[src/rtl/i2cm_pkg.sv]
// i2cm_pkg: shared types, codes and helpers of the i2c master bit engine
package i2cm_pkg;

	// command codes on the op field
	localparam logic [2:0] OP_NONE     = 3'd0;
	localparam logic [2:0] OP_START    = 3'd1;
	localparam logic [2:0] OP_STOP     = 3'd2;
	localparam logic [2:0] OP_WRITE    = 3'd3;
	localparam logic [2:0] OP_READ     = 3'd4;
	localparam logic [2:0] OP_WAIT_ACK = 3'd5;

	// configuration register indexes
	localparam logic CFG_TICKS_PER_US = 1'b0;
	localparam logic CFG_ACK_TIMEOUT  = 1'b1;

	localparam logic [7:0]  TICKS_PER_US_RST = 8'd1;
	localparam logic [15:0] ACK_TIMEOUT_RST  = 16'd250;

	// hold lengths as a shift of ticks_per_us
	localparam logic [1:0] HOLD_1US = 2'd0;
	localparam logic [1:0] HOLD_2US = 2'd1;
	localparam logic [1:0] HOLD_4US = 2'd2;

	typedef enum logic [21:0] {
		PH_IDLE = 22'h000001,
		PH_ST1  = 22'h000002,
		PH_ST2  = 22'h000004,
		PH_ST3  = 22'h000008,
		PH_ST4  = 22'h000010,
		PH_SP1  = 22'h000020,
		PH_SP2  = 22'h000040,
		PH_SP3  = 22'h000080,
		PH_SP4  = 22'h000100,
		PH_WR0  = 22'h000200,
		PH_WR1  = 22'h000400,
		PH_WR2  = 22'h000800,
		PH_WR3  = 22'h001000,
		PH_RD1  = 22'h002000,
		PH_RD2  = 22'h004000,
		PH_AK1  = 22'h008000,
		PH_AK2  = 22'h010000,
		PH_AK3  = 22'h020000,
		PH_AK4  = 22'h040000,
		PH_WA1  = 22'h080000,
		PH_WA2  = 22'h100000,
		PH_WA3  = 22'h200000
	} phase_t;

	typedef struct packed {
		phase_t      phase;
		logic [3:0]  bit_index;
		logic [7:0]  shift_byte;
		logic [10:0] delay_left;
		logic [15:0] poll_count;
		logic        scl;
		logic        sda;
		logic        sda_oe;
		logic        ack_choice;
		logic        fail_pending;
		logic [7:0]  rx_byte;
	} state_t;

	localparam state_t STATE_RST = '{
		phase:        PH_IDLE,
		bit_index:    4'd0,
		shift_byte:   8'd0,
		delay_left:   11'd0,
		poll_count:   16'd0,
		scl:          1'b1,
		sda:          1'b1,
		sda_oe:       1'b1,
		ack_choice:   1'b0,
		fail_pending: 1'b0,
		rx_byte:      8'd0
	};

	typedef struct packed {
		logic       scl_level;
		logic       sda_level;
		logic       sda_driving;
		logic       busy_res;
		logic       done_res;
		logic [7:0] read_data;
		logic       ack_failed;
	} res_t;

	// ticks left after the first one of an n microsecond hold
	function automatic logic [10:0] hold_delay(input logic [1:0] shamt, input logic [7:0] tpu);
		logic [9:0] t;
		t = 10'(tpu) << shamt;
		hold_delay = (t == 10'd0) ? 11'd0 : 11'(t - 10'd1);
	endfunction

endpackage

[src/rtl/i2cm_step.sv]
// i2cm_step: next bus state and result word for one tick
module i2cm_step import i2cm_pkg::*; (
	input  state_t      cur,
	input  logic [7:0]  ticks_per_us,
	input  logic [15:0] ack_timeout,
	input  logic [2:0]  op,
	input  logic [7:0]  write_data,
	input  logic        send_ack,
	input  logic        sda_in,
	output state_t      nxt,
	output res_t        res
);

	function automatic state_t apply(input state_t st, input phase_t p, input logic [7:0] tpu);
		state_t s;
		s = st;
		s.phase = p;
		s.delay_left = 11'd0;
		case (p)
			PH_ST1: begin s.sda_oe = 1'b1; s.sda = 1'b1; end
			PH_ST2: s.scl = 1'b1;
			PH_ST3: begin s.sda = 1'b0; s.delay_left = hold_delay(HOLD_4US, tpu); end
			PH_ST4: s.scl = 1'b0;
			PH_SP1: begin s.sda_oe = 1'b1; s.scl = 1'b0; end
			PH_SP2: begin s.sda = 1'b0; s.delay_left = hold_delay(HOLD_4US, tpu); end
			PH_SP3: begin s.scl = 1'b1; s.delay_left = hold_delay(HOLD_4US, tpu); end
			PH_SP4: begin s.sda = 1'b1; s.delay_left = hold_delay(HOLD_4US, tpu); end
			PH_WR0: begin s.sda_oe = 1'b1; s.scl = 1'b0; end
			PH_WR1: begin
				s.sda = st.shift_byte[7];
				s.shift_byte = {st.shift_byte[6:0], 1'b0};
				s.delay_left = hold_delay(HOLD_2US, tpu);
			end
			PH_WR2: begin s.scl = 1'b1; s.delay_left = hold_delay(HOLD_2US, tpu); end
			PH_WR3: begin
				s.scl = 1'b0;
				s.bit_index = st.bit_index + 4'd1;
				s.delay_left = hold_delay(HOLD_2US, tpu);
			end
			PH_RD1: begin
				s.sda_oe = 1'b0;
				s.scl = 1'b0;
				s.delay_left = hold_delay(HOLD_2US, tpu);
			end
			PH_RD2: begin s.scl = 1'b1; s.delay_left = hold_delay(HOLD_1US, tpu); end
			PH_AK1: s.scl = 1'b0;
			PH_AK2: begin
				s.sda_oe = 1'b1;
				s.sda = ~st.ack_choice;
				s.delay_left = hold_delay(HOLD_2US, tpu);
			end
			PH_AK3: begin s.scl = 1'b1; s.delay_left = hold_delay(HOLD_2US, tpu); end
			PH_AK4: s.scl = 1'b0;
			PH_WA1: begin
				s.sda_oe = 1'b0;
				s.sda = 1'b1;
				s.delay_left = hold_delay(HOLD_1US, tpu);
			end
			PH_WA2: begin s.scl = 1'b1; s.delay_left = hold_delay(HOLD_1US, tpu); end
			default: ;
		endcase
		return s;
	endfunction

	function automatic phase_t next_phase(input phase_t p, input logic [3:0] bidx);
		phase_t n;
		case (p)
			PH_ST1:  n = PH_ST2;
			PH_ST2:  n = PH_ST3;
			PH_ST3:  n = PH_ST4;
			PH_ST4:  n = PH_SP1;
			PH_SP1:  n = PH_SP2;
			PH_SP2:  n = PH_SP3;
			PH_SP3:  n = PH_SP4;
			PH_SP4:  n = PH_WR0;
			PH_WR0:  n = PH_WR1;
			PH_WR1:  n = PH_WR2;
			PH_WR2:  n = PH_WR3;
			PH_WR3:  n = PH_WR1;
			PH_RD1:  n = PH_RD2;
			PH_RD2:  n = bidx[3] ? PH_AK1 : PH_RD1;
			PH_AK1:  n = PH_AK2;
			PH_AK2:  n = PH_AK3;
			PH_AK3:  n = PH_AK4;
			PH_AK4:  n = PH_WA1;
			PH_WA1:  n = PH_WA2;
			PH_WA2:  n = PH_WA3;
			default: n = PH_IDLE;
		endcase
		return n;
	endfunction

	function automatic state_t clear_cmd(input state_t st);
		state_t s;
		s = st;
		s.fail_pending = 1'b0;
		s.bit_index = 4'd0;
		s.poll_count = 16'd0;
		return s;
	endfunction

	state_t s;
	logic   done;
	logic   failed;
	logic   last;

	always_comb begin
		s = cur;
		done = 1'b0;
		failed = 1'b0;
		if (cur.phase == PH_IDLE) begin
			case (op)
				OP_START: s = apply(clear_cmd(s), PH_ST1, ticks_per_us);
				OP_STOP:  s = apply(clear_cmd(s), PH_SP1, ticks_per_us);
				OP_WRITE: begin
					s = clear_cmd(s);
					s.shift_byte = write_data;
					s = apply(s, PH_WR0, ticks_per_us);
				end
				OP_READ: begin
					s = clear_cmd(s);
					s.shift_byte = 8'd0;
					s.ack_choice = send_ack;
					s = apply(s, PH_RD1, ticks_per_us);
				end
				OP_WAIT_ACK: s = apply(clear_cmd(s), PH_WA1, ticks_per_us);
				default: ;
			endcase
		end else if (cur.delay_left != 11'd0) begin
			s.delay_left = cur.delay_left - 11'd1;
		end else begin
			if (cur.phase != PH_WA3)
				s = apply(s, next_phase(cur.phase, cur.bit_index), ticks_per_us);
			if (s.phase == PH_RD2) begin
				s.shift_byte = {s.shift_byte[6:0], sda_in};
				s.bit_index = s.bit_index + 4'd1;
				if (s.bit_index[3])
					s.rx_byte = s.shift_byte;
			end else if (s.phase == PH_WA3) begin
				if (!sda_in) begin
					s.scl = 1'b0;
					s.phase = PH_IDLE;
					done = 1'b1;
				end else if (s.poll_count >= ack_timeout) begin
					s.fail_pending = 1'b1;
					s = apply(s, PH_SP1, ticks_per_us);
				end else begin
					s.poll_count = s.poll_count + 16'd1;
				end
			end
		end

		last = (s.phase == PH_ST4) || (s.phase == PH_SP4) || (s.phase == PH_AK4) ||
			((s.phase == PH_WR3) && s.bit_index[3]);
		if ((s.phase != PH_IDLE) && (s.delay_left == 11'd0) && last) begin
			if (s.phase == PH_SP4) begin
				failed = s.fail_pending;
				s.fail_pending = 1'b0;
			end
			s.phase = PH_IDLE;
			done = 1'b1;
		end
	end

	assign nxt = s;
	assign res = '{
		scl_level:   s.scl,
		sda_level:   s.sda,
		sda_driving: s.sda_oe,
		busy_res:    (s.phase != PH_IDLE),
		done_res:    done,
		read_data:   s.rx_byte,
		ack_failed:  failed
	};

endmodule

[src/rtl/i2c_master_bit_engine_top.sv]
// i2c_master_bit_engine_top: i2c master bit engine with command and result channels
// Every accepted command word is one bus tick; the engine takes one word per clock cycle
// and returns exactly one result word for it in the cycle after, in order. The whole tick
// (phase sequencing, hold countdown, byte shifting, ack polling) is one pass of logic
// from the state registers into the next state and the result register, so the rate is
// one word per cycle as long as the result side takes its words. The result register
// stalls the command side only while it holds a word that the result side refuses.
// An op given while the engine is busy, or an unused op code, is a plain tick.
// Configuration (ticks_per_us, ack_timeout) is written through its own channel, which
// is always ready, and is meant to change only while the engine is idle.
module i2c_master_bit_engine_top import i2cm_pkg::*; (
	input  logic        clk,
	input  logic        arst_n,
	// command channel
	input  logic        cmd_valid,
	output logic        cmd_stall,
	input  logic [2:0]  op,
	input  logic [7:0]  write_data,
	input  logic        send_ack,
	input  logic        sda_in,
	// result channel
	output logic        res_valid,
	input  logic        res_stall,
	output logic        scl_level,
	output logic        sda_level,
	output logic        sda_driving,
	output logic        busy_res,
	output logic        done_res,
	output logic [7:0]  read_data,
	output logic        ack_failed,
	// configuration write channel
	input  logic        cfg_valid,
	output logic        cfg_ready,
	input  logic        cfg_index,
	input  logic [15:0] cfg_data
);

	state_t      state_q;
	state_t      state_nxt;
	res_t        res_nxt;
	res_t        res_q;
	logic        res_valid_q;
	logic [7:0]  ticks_per_us_q;
	logic [15:0] ack_timeout_q;
	logic        cmd_take;

	// a word waiting in the result register and refused holds the command side
	assign cmd_stall = res_valid_q & res_stall;
	assign cmd_take  = cmd_valid & ~cmd_stall;
	assign cfg_ready = 1'b1;

	// configuration registers
	always_ff @(posedge clk or negedge arst_n) begin
		if (!arst_n) begin
			ticks_per_us_q <= TICKS_PER_US_RST;
			ack_timeout_q  <= ACK_TIMEOUT_RST;
		end else if (cfg_valid && cfg_ready) begin
			case (cfg_index)
				CFG_TICKS_PER_US: ticks_per_us_q <= cfg_data[7:0];
				CFG_ACK_TIMEOUT:  ack_timeout_q  <= cfg_data;
				default: ;
			endcase
		end
	end

	// one bus tick of next-state logic
	i2cm_step u_step (
		.cur          (state_q),
		.ticks_per_us (ticks_per_us_q),
		.ack_timeout  (ack_timeout_q),
		.op           (op),
		.write_data   (write_data),
		.send_ack     (send_ack),
		.sda_in       (sda_in),
		.nxt          (state_nxt),
		.res          (res_nxt)
	);

	// bus state advances only on an accepted word
	always_ff @(posedge clk or negedge arst_n) begin
		if (!arst_n)
			state_q <= STATE_RST;
		else if (cmd_take)
			state_q <= state_nxt;
	end

	// result register: refilled on accept, emptied when taken
	always_ff @(posedge clk or negedge arst_n) begin
		if (!arst_n)
			res_valid_q <= 1'b0;
		else if (cmd_take)
			res_valid_q <= 1'b1;
		else if (!res_stall)
			res_valid_q <= 1'b0;
	end

	always_ff @(posedge clk) begin
		if (cmd_take)
			res_q <= res_nxt;
	end

	assign res_valid   = res_valid_q;
	assign scl_level   = res_q.scl_level;
	assign sda_level   = res_q.sda_level;
	assign sda_driving = res_q.sda_driving;
	assign busy_res    = res_q.busy_res;
	assign done_res    = res_q.done_res;
	assign read_data   = res_q.read_data;
	assign ack_failed  = res_q.ack_failed;

endmodule
[config.mk]
export PLATFORM = sky130hd
export DESIGN_NAME = i2c_master_bit_engine_top
export DESIGN_NICKNAME = d
export VERILOG_FILES = /design/src/rtl/i2cm_pkg.sv /design/src/rtl/i2cm_step.sv /design/src/rtl/i2c_master_bit_engine_top.sv
export SDC_FILE = /design/constraint.sdc
export NUM_CORES = 1
export LEC_CHECK = 0
export ABC_AREA = 1
export BUFFER_PORTS_ARGS = -buffer_cell sky130_fd_sc_hd__buf_2
export CAP_MARGIN = 5
export CORE_MARGIN = 2
export CORE_UTILIZATION = 45
export CTS_CLUSTER_DIAMETER = 150
export DETAILED_ROUTE_END_ITERATION = 6
export SYNTH_ARGS = -nofsm -noshare
export SYNTH_HDL_FRONTEND = slang
export SYNTH_SLANG_ARGS = --single-unit
[constraint.sdc]
create_clock -name clk -period 2.9 [get_ports clk]
set_input_delay 0.29 -clock clk [delete_from_list [all_inputs] [get_ports clk]]
set_output_delay 0.29 -clock clk [all_outputs]
set_load 0.01 [all_outputs]
* Word-level counts from Yosys, hierarchy flattened
Index checks and enable logic that the tools add are counted.
** Operators by class
- Muxes and demuxes :: 45
- Add/sub/neg operators :: 7
- Reductions and logical operators :: 27
- Bitwise gates (word level) :: 5
- $lt $le $gt $ge :: 1
- Eq/ne operators :: 64
** Operator list (number)
- 22-bit case mux with 19 select lines :: 1
- 74-bit 2-to-1 mux :: 5
- 74-bit case mux with 5 select lines :: 1
- 22-bit 2-to-1 mux :: 6
- 22-bit by 13-bit equality test with 1-bit output, second input constant :: 3
- 22-bit by 15-bit equality test with 1-bit output, second input constant :: 3
- 22-bit by 19-bit equality test with 1-bit output, second input constant :: 3
- 22-bit by 5-bit equality test with 1-bit output, second input constant :: 3
- 22-bit by 9-bit equality test with 1-bit output, second input constant :: 3
- 45-bit 2-to-1 mux :: 1
- 22-bit by 10-bit equality test with 1-bit output, second input constant :: 2
- 22-bit by 11-bit equality test with 1-bit output, second input constant :: 2
- 22-bit by 12-bit equality test with 1-bit output, second input constant :: 2
- 22-bit by 14-bit equality test with 1-bit output, second input constant :: 2
- 22-bit by 16-bit equality test with 1-bit output, second input constant :: 2
- 22-bit by 17-bit equality test with 1-bit output, second input constant :: 2
- 22-bit by 18-bit equality test with 1-bit output, second input constant :: 2
- 22-bit by 2-bit equality test with 1-bit output, second input constant :: 2
- 22-bit by 20-bit equality test with 1-bit output, second input constant :: 2
- 22-bit by 21-bit equality test with 1-bit output, second input constant :: 2
- 22-bit by 3-bit equality test with 1-bit output, second input constant :: 2
- 22-bit by 4-bit equality test with 1-bit output, second input constant :: 2
- 22-bit by 6-bit equality test with 1-bit output, second input constant :: 2
- 22-bit by 7-bit equality test with 1-bit output, second input constant :: 2
- 49 further kinds :: 92
** Word-level totals
- Input bits :: 35
- Flip-flop bits (word level) :: 113
- Output and inout port bits :: 17
- Logic and storage cells :: 171

* Logic depth before layout (Yosys ltp)
Gate-level depths: netlist of run 1.
- Depth after elaboration :: 26
- Depth in mapped cells :: 25
- Mapped depth without buffers :: 25

* Modules after synthesis
Synthesis of run 1 repeated with hierarchy kept, for this count alone.
** Unflattened totals
- Cell total of the unflattened synthesis :: 1381
- Area total of the unflattened synthesis :: 9001.1 um2
** By module, submodules not included
- i2cm_step :: area an instance 4635.7 um2, sequential area each 0.0 um2, cells each 933, instances 1
- i2c_master_bit_engine_top :: area an instance 4365.4 um2, sequential area each 2911.5 um2, cells each 448, instances 1

* Least setup slack after synthesis of run 1
No wires, ideal clock.
- Kind :: flip-flop to flip-flop
- From :: reg ack_timeout_q[7]
- To :: reg state_q[24] (netlist bit)
- Path buffers :: 0
- Cell stages (with the launch flop) :: 18
- Data required time :: 2781 ps
- Path slack :: 335 ps
- Data arrival time :: 2446 ps
- Setup time :: 119 ps
- Period minus slack after synthesis :: 2565 ps
- Path through :: dfstp_2 -> inv_1 -> ha_1 -> a21o_1 -> nor2_1 -> nand2_1 -> nand2_1 -> nand3_1 -> nor2_1 -> nand2_2 -> a21oi_4 -> inv_2 -> nor3_4 -> nand4_2 -> nor3_2 -> nand3_1 -> nand2_1 -> nor2_1
** On the way
- Word-level cells in the longest chain between the ends :: 7
** Ends and longest elaborated chain
- from (decl) :: RTL line i2c_master_bit_engine_top.sv:44 : logic [15:0] ack_timeout_q;
- from (signal assigned) :: RTL line i2c_master_bit_engine_top.sv:60 : CFG_ACK_TIMEOUT: ack_timeout_q <= cfg_data;
- 16-bit >= comparator :: RTL line i2cm_step.sv:144 : end else if (s.poll_count >= ack_timeout) begin
- 16-bit 2-to-1 mux :: RTL line i2cm_step.sv:144
- 39-bit 2-to-1 mux :: RTL line i2cm_step.sv:140 : if (!sda_in) begin
- 74-bit 2-to-1 mux :: RTL line i2cm_step.sv:139 : end else if (s.phase == PH_WA3) begin
- 32-bit 2-to-1 mux :: RTL line i2cm_step.sv:134 : if (s.phase == PH_RD2) begin
- 29-bit 2-to-1 mux :: RTL line i2cm_step.sv:129 : end else if (cur.delay_left != 11'd0) begin
- 74-bit 2-to-1 mux :: RTL line i2cm_step.sv:111 : if (cur.phase == PH_IDLE) begin
- to (signal assigned) :: RTL line i2c_master_bit_engine_top.sv:84 : state_q <= state_nxt;
- to (decl) :: RTL line i2c_master_bit_engine_top.sv:38 : state_t state_q;
Every way passes these cells. The select of a mux whose other input is x is not followed.
A chain may end at the register's enable or synchronous reset.

* Worst setup path after layout of run 1
- From :: reg state_q[70] (netlist bit)
- To :: reg res_q (netlist bit done_res), data pin
** On the way
- Word-level cells in the longest chain between the ends :: 21
- Elaborated cells between the ends (all ways) :: 78
- Those cells by class :: add/sub (1); eq/ne (42); mux (24); reduce/logical (11)
** Ends and longest elaborated chain
- 22-bit by 10-bit equality test with 1-bit output / 22-bit by 13-bit equality test with 1-bit output (equally long branches) :: RTL line i2cm_step.sv:67 : case (p)
- 2-bit OR reduction (no source line)
- 22-bit case mux with 19 select lines :: RTL line i2cm_step.sv:67
- 22-bit 2-to-1 mux :: RTL line i2cm_step.sv:132 : if (cur.phase != PH_WA3)
- 22-bit 2-to-1 mux :: RTL line i2cm_step.sv:129
- 22-bit 2-to-1 mux :: RTL line i2cm_step.sv:111
- 22-bit by 12-bit equality test with 1-bit output, or another cell as far along :: RTL line i2cm_step.sv:19 : case (p)
- 6-bit OR reduction (no source line), or another cell as far along
- [... 4 more ...]
- 45-bit 2-to-1 mux :: RTL line i2cm_step.sv:144
- 39-bit 2-to-1 mux :: RTL line i2cm_step.sv:140
- 74-bit 2-to-1 mux :: RTL line i2cm_step.sv:139
- 32-bit 2-to-1 mux :: RTL line i2cm_step.sv:134
- 11-bit 2-to-1 mux :: RTL line i2cm_step.sv:129
- 74-bit 2-to-1 mux :: RTL line i2cm_step.sv:111
- 11-bit zero test :: RTL line i2cm_step.sv:155 : if ((s.phase != PH_IDLE) && (s.delay_left == 11'd0) && last) begin
- 1-bit logical AND (2 in series) :: RTL line i2cm_step.sv:155
- to (signal assigned) :: RTL line i2c_master_bit_engine_top.sv:99 : res_q <= res_nxt;
- to (decl) :: RTL line i2c_master_bit_engine_top.sv:41 : res_t res_q;
Parallel ways exist; a longest one is shown, timed or not. The select of a mux whose other input is x is not followed.

==> reports/qor.txt, run 1 <==
Total track usage - 0.2629
Row Count - 48
Final GP Congestion - 0.9856
Via density per instance - 5.365
Ports - 52
P&R area growth vs syn - 33.00%
Final count of pins violating max slew - 0
Max_slew headroom - 0.3840
Die H - 136.9 um
Post-DP HPWL - 17.79 mm
Avg Synthesized Cell Area - 6.999 um^2
Initial DRC count - 561
NumNets Final - 1383
Startpoint types - flop
CTS sink cnt - 113
Number of global-route vias before repair - 7673
Status - finished clean
Max-cap viol count - 0
Num CTS Buffers - 17
CTS Root Cell - clkbuf_16
First-pass GRT wire length - 38.25 mm
Mapped Area - 0.007951 mm^2
Max Buffers Root-to-Sink - 2
Initial antenna violation count - 0
Final ANT Viol Nets - 0
Die area - 0.01875 mm^2
Drc violations - 0
Post-synthesis cell type count - 55
Synthesis Warnings - 0
Remaining Overflow, GRT - 0
Post-Syn Instances - 1136
Starting Density - 0.4597
Crit path DAT - 3.04 ns
Critical Path Sink Type - flop
Static Leak - 5.335 nW
Worst Clk Skew - 0.01380 ns
Average wire per standard cell - 15.69 um
Tightest Pin Transition - 0.9218 ns
First drt pass iteration count - 5
EDFF count, synth - 14
Sequential fraction of the synthesis area - 0.3662
Fmax - 0.3485 GHz
Unrepaired setup endpoints after global routing - true
Fin crit share - 0.9895
CTS tree - yes
Largest net degree at the start of global routing - 61
Core Box Area - 0.01730 mm^2
H-Tree Depth - 4
Via Count - 8391
Final hold vios - 0
Synth Net Count - 1193
Clk slew on worst S/H paths - 0.06 ns
Maximum vdd drop - 0.5154 mV
Die width - 136.9 um
Main synth FF type - dfrtp_1
Util after Layout - 0.6114
Synth Register Bits - 113
Share of layout cells above drive strength 1 - 0.2808
Antenna diodes - 0
Hold WC Path Type - primary input to flop
FFs w/ async S/R, synth - 0.8761
Crit Path Max Fanout - 6
I/O Buffers - 50
Worst Setup Path Type - flop to flop
CP required - 3.07 ns
Clk Latency, worst-skew pair - 0.43 ns
Pwr Density - 726.7 mW/mm^2
Pwr Total - 7.685 mW
Final Setup Violations - 0
Clock period minus final worst setup slack - 2.870 ns
Total wire length - 24.53 mm
==> area by class of cell <==
type                    instances  area [um^2]
clock inverters                11        128.9
clock buffers                  21        471.7
flip-flops and latches        113         2914
repair buffers                193         1358
well taps                     225        281.5
inverters                     164        635.6
multi-input cells             837         4786
fillers                      1595         6721
==> worst paths after layout <==
path / startpoint / end / slack, ns / depth (start not counted)
min reg2reg: state_q[0] / state_q[0] / 0.48 / 2
max: state_q[70] / done_res / 0.03 / 17
min in group asynchronous: arst_n / state_q[67] / 0.39 / 2
max reg2reg: state_q[70] / done_res / 0.03 / 17
min: res_stall / res_valid / 0.09 / 3
max in group asynchronous: arst_n / ack_timeout_q[5] / 1.73 / 3
==> synthesized netlist by cell type (all sizes together), types with 6 or more instances <==
| master | number | area (um^2) |
|---|---|---|
| inv | 163 | 619.3 |
| o22ai | 9 | 56.30 |
| xor2 | 12 | 105.1 |
| nand4 | 23 | 165.2 |
| buf | 9 | 71.31 |
| edfxtp | 14 | 420.4 |
| a21oi | 56 | 302.8 |
| ha | 22 | 275.3 |
| a31oi | 6 | 37.54 |
| o211ai | 6 | 45.04 |
| nor3 | 24 | 162.7 |
| dfrtp | 88 | 2202 |
| nand2 | 297 | 1190 |
| dfstp | 11 | 289.0 |
| nand3 | 89 | 480.5 |
| clkbuf | 16 | 60.06 |
| o21ai | 98 | 490.5 |
| nor2 | 150 | 650.6 |
==> critical path: stages, from the launching register on <==
cell and delay (ns):
dfrtp_1 0.41, nor2_2 0.19, buf_4 0.15, nand3_2 0.16, nor2_1 0.17, nand3_2 0.19, o21ai_2 0.17, nor2_2 0.07
buf_4 0.14, buf_4 0.13, nand3b_1 0.10, nor2_1 0.06, nand2_1 0.07, nor2_1 0.04, o21ai_1 0.21, nand2_4 0.12
nand2_8 0.14, o31ai_4 0.08
==> where the power goes <==
part | internal (mW) | switching (mW) | leakage [nW] | total [mW]
Combinational | 1.32 | 2.00 | 3.71 | 3.32
Sequential | 1.97 | 0.265 | 1.34 | 2.24
Clock | 1.34 | 0.789 | 0.289 | 2.13
==> repair_timing <==
item                                    CTS  global route
endpoints found under the hold margin    36             0
gates cloned                              1             2
hold buffers                              1             0
pin swaps                                 3            47
setup buffers                             3            16
gates resized for setup                   9           111
endpoints found under the setup margin   11            20
==> logic make-up (layout without fill, tap and decap cells) <==
| group | count (synthesis) | in the layout | synth area share |
|---|---|---|---|
| other | 1 | 1 | 0.0004716 |
| flip-flops | 113 | 113 | 0.3662 |
| AND/OR/NAND/NOR | 595 | 598 | 0.3437 |
| XOR/XNOR | 14 | 14 | 0.01542 |
| adder cells (fa/ha/maj) | 22 | 22 | 0.03462 |
| AO/OA/AOI/OAI | 202 | 202 | 0.1446 |
| buffers and inverters | 189 | 389 | 0.09504 |
==> flip-flops by register name, indices dropped and copies added, names as in the netlist <==
register	cells
state_q	74
scl_level	1
sda_level	1
ack_failed	1
read_data	8
busy_res	1
ticks_per_us_q	8
sda_driving	1
res_valid	1
done_res	1
ack_timeout_q	16
==> layout by cell type (no fill, tap or decap), types with 4 or more instances in the layout <==
| cell type | count |
|---|---|
| a211oi_1 | 4 |
| a21oi_1 | 47 |
| a21oi_2 | 7 |
| a221oi_1 | 4 |
| a31oi_1 | 6 |
| buf_2 | 49 |
| buf_4 | 140 |
| clkbuf_16 | 18 |
| clkinv_4 | 4 |
| dfrtp_1 | 86 |
| dfstp_2 | 11 |
| edfxtp_1 | 14 |
| ha_1 | 15 |
| ha_4 | 6 |
| inv_1 | 147 |
| inv_2 | 12 |
| nand2_1 | 269 |
| nand2_2 | 14 |
| nand2_4 | 14 |
| nand3_1 | 68 |
| nand3_2 | 17 |
| nand3_4 | 4 |
| nand3b_1 | 4 |
| nand4_1 | 21 |
| nor2_1 | 110 |
| nor2_2 | 18 |
| nor2_4 | 22 |
| nor3_1 | 15 |
| nor3_2 | 6 |
| nor4_1 | 4 |
| o211ai_1 | 6 |
| o21ai_0 | 88 |
| o21ai_1 | 6 |
| o21ai_2 | 4 |
| o22ai_1 | 9 |
| xor2_1 | 12 |
==> layer usage <==
| layer | vias up | routed length [um] | global-route usage |
|---|---|---|---|
| met1 | 3874 | 10540 | 0.3442 |
| li1 | 4129 | - | - |
| met5 | - | 0 | 0 |
| met4 | 0 | 821 | 0.1048 |
| met3 | 55 | 1559 | 0.05074 |
| met2 | 333 | 11610 | 0.4273 |
==> metrics by stage <==
step / cell area [um^2] / std cells / worst slack (ns) / hold WS, ns / setup TNS, ns
2_1_floorplan: 7951 / 1136 / 0.3350 / -0.005591 / 0
3_3_place_gp: 9298 / 1509 / -0.1335 / 0.3206 / -0.6966
3_5_place_dp: 9298 / 1509 / -0.1533 / 0.3195 / -0.9133
4_1_cts: 9985 / 1546 / 0.01077 / 0.06640 / 0
5_1_grt: 10580 / 1564 / -0.1470 / 0.1075 / -0.9640
6_report: 10580 / 1564 / 0.03048 / 0.08529 / 0
Power figures use the tool's default switching activity.
==> inputs of run 2 (changes only) <==
--- a/config.mk
+++ b/config.mk
@@ -5,7 +5,6 @@
 export SDC_FILE = /design/constraint.sdc
 export NUM_CORES = 1
 export LEC_CHECK = 0
-export ABC_AREA = 1
 export BUFFER_PORTS_ARGS = -buffer_cell sky130_fd_sc_hd__buf_2
 export CAP_MARGIN = 5
 export CORE_MARGIN = 2
==> run 2 against run 1 <==
  * Register-to-register slack got worse by 0.86 ns
  * Non-clock buffer count increased by 186
  * First-iteration DRC count grew 75%
  * Combinational power increased by 69%
  * Area after synthesis is 4.7% lower
  * The run now ends with setup timing left
  * Largest power group unchanged
  * Die area shrank 4.5%
  * Total power up 28%
==> reports/qor.txt, run 2 <==
Max-cap viol count - 0
P&R area growth vs syn - 57.58%
I/O Buffers - 50
Max_slew headroom - 0.4597
Avg Synthesized Cell Area - 8.623 um^2
Clock period minus final worst setup slack - 3.733 ns
Mux share of post-synthesis cell area - 0.06058
Failing checks - setup timing
Largest regs - state_q x74, ack_timeout_q x16
Final ANT Viol Nets - 0
Top cells by count, synth - nand2_1 (110), dfrtp_1 (88), nor2_1 (75)
Number of flip-flops in the largest register - 74
Most frequent cell after synthesis - nand2_1
Most frequent cells in the layout - buf_4 (297), nand2_1 (95), dfrtp_1 (85)
Initial antenna violation count - 0
Top-area cell type share of the netlist area - 0.2905
Num CTS Buffers - 17
Largest net degree at the start of global routing - 54
Maximum vdd drop - 0.7011 mV
Final Setup Violations - 43
NumNets Final - 1290
First drt pass iteration count - 7
Final count of pins violating max slew - 0
Clk slew on worst S/H paths - 0.06 ns
Synth Register Bits - 113
Final non-filler cell total - 1466
Tightest Pin Transition - 0.8087 ns
Largest family of logic cells by synthesized area - simple AND/OR/NAND/NOR gates
Row Count - 47
Synth Net Count - 936
Post-Synth Adder-Cell Area - 0.03632
Startpoint types - flop
CP required - 3.08 ns
Initial DRC count - 980
Final GP Congestion - 0.9910
Main synth FF type - dfrtp_1
Inst Count DP - 1400
Total track usage - 0.3229
Die width - 133.8 um
Synth Area in Compound Gates - 0.1765
Remaining Overflow, GRT - 0
EDFF count, synth - 14
Fin crit share - 1.287
Final setup margin - -0.8327 ns
FFs w/ async S/R, synth - 0.8761
Starting Density - 0.4587
Max Buffers Root-to-Sink - 2
Synthesis Warnings - 0
Static Leak - 5.403 nW
Average wire per standard cell - 20.27 um
Share of layout cells above drive strength 1 - 0.4775
Via Count - 8703
Commonest non-fill, non-tap cell in the layout - buf_4
Status - finished with violations
Fmax - 0.2679 GHz
CTS tree - yes
Hold WC Path Type - primary input to flop
Post-Syn Instances - 879
Drc violations - 0
Simple-Gate Fraction of Synth Area - 0.2773
Crit path DAT - 3.92 ns
Post-DP HPWL - 20.93 mm
Clk Latency, worst-skew pair - 0.44 ns
Setup total negative slack - -10.24 ns
Synth area leaders - dfrtp_1 (29%), edfxtp_1 (5.5%), nand2_1 (5.4%), mux2_2 (4.6%), o21ai_0 (4.2%)
CTS Root Cell - clkbuf_16
Sequential fraction of the synthesis area - 0.3841
Critical Path Sink Type - flop
Worst Setup Path Type - flop to flop
Crit Path Max Fanout - 7
CTS sink cnt - 113
Core Box Area - 0.01652 mm^2
Final hold vios - 0
First-pass GRT wire length - 44.64 mm
Worst Clk Skew - 0.01355 ns
Synth Area in XOR/XNOR - 0.02311
H-Tree Depth - 4
Via density per instance - 5.937
Mapped Area - 0.007580 mm^2
Die H - 133.8 um
Total wire length - 29.71 mm
Pwr Density - 823.4 mW/mm^2
Ports - 52
Die area - 0.01790 mm^2
Antenna diodes - 0
Unrepaired setup endpoints after global routing - true
Cell accounting for the most synthesized area - dfrtp_1
Reg with most FFs - state_q
Number of global-route vias before repair - 8264
Post-synthesis cell type count - 81
==> run 2: cell types whose count changed after synthesis, moves of 13 or more <==
| cell | previous run | this run |
|---|---|---|
| clkbuf_1 | 16 | 29 |
| nor2_1 | 132 | 75 |
| o21ai_0 | 91 | 64 |
| nor2b_1 | 0 | 17 |
| a21oi_1 | 54 | 30 |
| nand3_1 | 82 | 47 |
| inv_1 | 154 | 31 |
| nor4_1 | 4 | 17 |
| mux2_2 | 0 | 31 |
| nor2_2 | 13 | 0 |
| nand2_1 | 281 | 110 |
==> run 2: cells by family (layout without fill, tap and decap cells) <==
kind of cell               Yosys count  in the layout
buffers and inverters               76            443
AOI/OAI and AO/OA                  202            202
muxes                               42             42
other                                1              1
adders and majority gates           22             22
xor gates and xnor gates            20             20
DFF                                113            113
and+or+nand+nor                    403            403
==> run 2: timing repair <==
action / 4_1_cts / 5_1_grt
gates resized for setup: 66 / 142
hold endpoints to repair: 38 / 0
endpoints found under the setup margin: 51 / 57
gates cloned: 1 / 0
setup buffers: 21 / 23
hold buffers: 1 / 0
pin swaps: 27 / 55
==> run 2: power by group <==
group	switching [mW]	leakage (nW)	internal, mW
clock network	0.868	0.282	1.27
registers	0.208	1.41	1.89
logic	2.85	3.71	2.76
==> run 2: routing by layer <==
layer,global-route usage,vias up,part of all wire
li1,-,3970,-
met1,0.4286,4184,0.41
met2,0.5214,431,0.48
met3,0.05782,118,0.067
met4,0.1359,0,0.043
met5,0,-,0
==> run 2: worst paths after layout <==
kind / start / endpoint / slack [ns] / cells past startpoint
worst max-delay path: state_q[52] / busy_res / -0.83 / 13
worst min-delay path: cmd_valid / res_valid / 0.06 / 2
worst max register to register: state_q[52] / busy_res / -0.83 / 13
worst min register to register: state_q[12] / state_q[12] / 0.47 / 2
max in group asynchronous: arst_n / state_q[52] / 1.67 / 3
min in group asynchronous: arst_n / ticks_per_us_q[4] / 0.43 / 2
==> run 2: critical path, cell delays in order, from the launching register on <==
cell,delay [ns]
dfstp_2,0.61
buf_4,0.15
or4_4,0.15
buf_4,0.12
nor2_1,0.03
nand4_1,0.11
nand4_1,0.26
or2_4,0.36
a32oi_2,0.26
and3_4,0.23
and4b_2,0.26
or3b_4,0.40
a211o_4,0.36
a21boi_2,0.17
==> run 2: final cells by class <==
type / instances / area, um^2
multi-input combinational: 690 / 5191
fill: 1246 / 4581
tap: 220 / 275.3
timing repair buffer: 379 / 2861
clock buffer: 17 / 425.4
inverter: 32 / 120.1
sequential: 113 / 2915
clock inverter: 15 / 155.1
==> run 2: through the flow <==
stage	hold slack, ns	power, mW	setup WS (ns)	util	area [um^2]
2_1_floorplan	-0.005591	4.151	-0.6080	-	7647
3_3_place_gp	0.3533	6.607	-0.9785	0.6166	10190
3_5_place_dp	0.3603	6.641	-0.9679	0.6166	10190
4_1_cts	0.05711	9.207	-0.6775	0.6780	11200
5_1_grt	0.06909	10.26	-0.8744	0.7228	11940
6_report	0.05586	9.835	-0.8327	0.7228	11940
==> inputs of run 3 (changes only) <==
--- a/config.mk
+++ b/config.mk
@@ -8,7 +8,7 @@
 export BUFFER_PORTS_ARGS = -buffer_cell sky130_fd_sc_hd__buf_2
 export CAP_MARGIN = 5
 export CORE_MARGIN = 2
-export CORE_UTILIZATION = 45
+export CORE_UTILIZATION = 29
 export CTS_CLUSTER_DIAMETER = 150
 export DETAILED_ROUTE_END_ITERATION = 6
 export SYNTH_ARGS = -nofsm -noshare
==> run 3 against run 2 <==
  * Register-to-register slack gained 0.15 ns
  * Die area rose by 53%
  * Total power decreased by 4.6%
  * Sequential share of layout area is 0.80 points higher
  * Maximum frequency rose by 4.2%
  * Cell area is 3.0% lower
  * Sequential power hardly changed
  * The flow still finishes with violations (setup timing)
==> reports/qor.txt, run 3 (same netlist as run 2, synthesis figures left out) <==
Die area - 0.02745 mm^2
Met3 Use GR - 0.03536
Reg power frac - 0.223
M2 GR Usage - 0.3338
Clock period minus final worst setup slack - 3.583 ns
Status - finished with violations
Max-cap viol count - 0
Post-DP HPWL - 21.73 mm
Grt peak-use layer - met2
Starting Density - 0.2934
Startpoint types - flop
P_int - 5.684 mW
Switching share of power - 0.3939
Remaining Overflow, GRT - 0
I/O Buffers - 50
Via Count - 8339
Met1 Track Usage GR - 0.2612
Crit path DAT - 3.76 ns
Tightest Pin Transition - 0.7922 ns
Die H - 165.7 um
Power share of the combinational group - 0.548
Die width - 165.7 um
Crit Path Max Fanout - 7
First-pass GRT wire length - 44.40 mm
Unrepaired setup endpoints after global routing - true
Util after Layout - 0.4482
Row Count - 59
Commonest non-fill, non-tap cell in the layout - buf_4
Final GP Congestion - 1.010
Core Box Area - 0.02584 mm^2
Final Setup Violations - 29
Final setup margin - -0.6825 ns
Sequential Area - 0.002919 mm^2
Failing checks - setup timing
Total wire length - 28.90 mm
Num CTS Buffers - 17
Design Area, Final - 0.01158 mm^2
Total track usage - 0.2049
Clk Latency, worst-skew pair - 0.43 ns
Number of flip-flops in the largest register - 74
Initial DRC count - 835
Reg with most FFs - state_q
CP required - 3.08 ns
Ports - 52
Worst Setup Path Type - flop to flop
Final count of pins violating max slew - 0
H-Tree Depth - 4
Number of global-route vias before repair - 8261
Static Leak - 5.194 nW
Antenna diodes - 0
Drc violations - 0
Fillers - 2470
Via density per instance - 5.328
Fmax - 0.2791 GHz
Most frequent cells in the layout - buf_4 (302), nand2_1 (105), dfrtp_1 (82)
P_sw - 3.694 mW
Critical Path Sink Type - flop
CTS tree - yes
CTS sink cnt - 113
Final ANT Viol Nets - 0
Final hold vios - 0
Share of layout cells above drive strength 1 - 0.4431
Max_slew headroom - 0.4670
Pwr Density - 809.9 mW/mm^2
NumNets Final - 1274
Hold WC Path Type - primary input to flop
Worst Clk Skew - 0.01448 ns
CTS Root Cell - clkbuf_16
P&R area growth vs syn - 52.77%
Clk slew on worst S/H paths - 0.06 ns
Area after DPL - 0.01033 mm^2
Initial antenna violation count - 0
First drt pass iteration count - 6
Max Buffers Root-to-Sink - 2
DP Worst Slack - -0.8301 ns
Maximum vdd drop - 0.4901 mV
Average wire per standard cell - 18.47 um
Fin crit share - 1.235
Largest net degree at the start of global routing - 43
Clock network power share - 0.228
Area of the multi-input gates - 0.004860 mm^2
Largest regs - state_q x74, ack_timeout_q x16
## run 3: layout make-up
type | count | area share
Clock buffer | 19 | 0.04009
Clock inverter | 13 | 0.01080
Inverter | 32 | 0.01037
Multi-Input combinational cell | 690 | 0.4197
Sequential cell | 113 | 0.2521
Tap cell | 335 | 0.03620
Timing Repair Buffer | 363 | 0.2308
## run 3: path summary, 6_finish.rpt
check                      depth (start not counted)                 to  slack [ns]         from
setup / recovery                                  13           busy_res       -0.68  state_q[67]
hold / removal                                     2          res_valid        0.08    cmd_valid
setup reg to reg                                  13           busy_res       -0.68  state_q[67]
hold reg to reg                                    2        state_q[12]        0.47  state_q[12]
max in group asynchronous                          3        state_q[12]        1.73       arst_n
min in group asynchronous                          2  ticks_per_us_q[4]        0.35       arst_n
## run 3: repair_timing
| item | in CTS | in global routing |
|---|---|---|
| gates resized for setup | 30 | 75 |
| setup endpoints to repair | 42 | 57 |
| hold buffers | 1 | 0 |
| pin swaps | 13 | 29 |
| buffers inserted | 7 | 14 |
| endpoints found under the hold margin | 27 | 0 |
## run 3: stage by stage
step	power, mW	setup TNS (ns)	hold WS, ns	instances
after floorplan	4.151	-5.661	-0.005591	879
after global placement	6.629	-9.186	0.2709	1511
after detailed placement	6.647	-10.17	0.2743	1511
after CTS	8.981	-9.264	0.05598	1551
after global routing	9.873	-13.39	0.07900	1565
final	9.378	-7.752	0.07540	1565
## run 3: power groups by stage
stage | logic (mW) | clock network [mW] | registers, mW
final | 5.14 | 2.14 | 2.10
after global routing | 5.49 | 2.25 | 2.13
after CTS | 4.72 | 2.18 | 2.08
after detailed placement | 4.55 | 0 | 2.10
after global placement | 4.54 | 0 | 2.09
after floorplan | 2.06 | 0 | 2.09
## run 3: per-layer routing
layer | routed length, um | vias to the layer above
li1 | - | 3947
met1 | 12460 | 4039
met2 | 13680 | 272
met3 | 1477 | 81
met4 | 1270 | 0
met5 | 0 | -
## run 3: critical path, stage by stage (launching register included)
cell	delay, ns
dfrtp_1	0.43
or4_4	0.60
nor4_4	0.30
buf_6	0.17
buf_4	0.12
a221oi_1	0.12
buf_4	0.17
nand4_1	0.11
nand2_2	0.10
nor4_4	0.16
nand4_1	0.15
or3b_4	0.43
a211o_4	0.31
a21boi_1	0.14
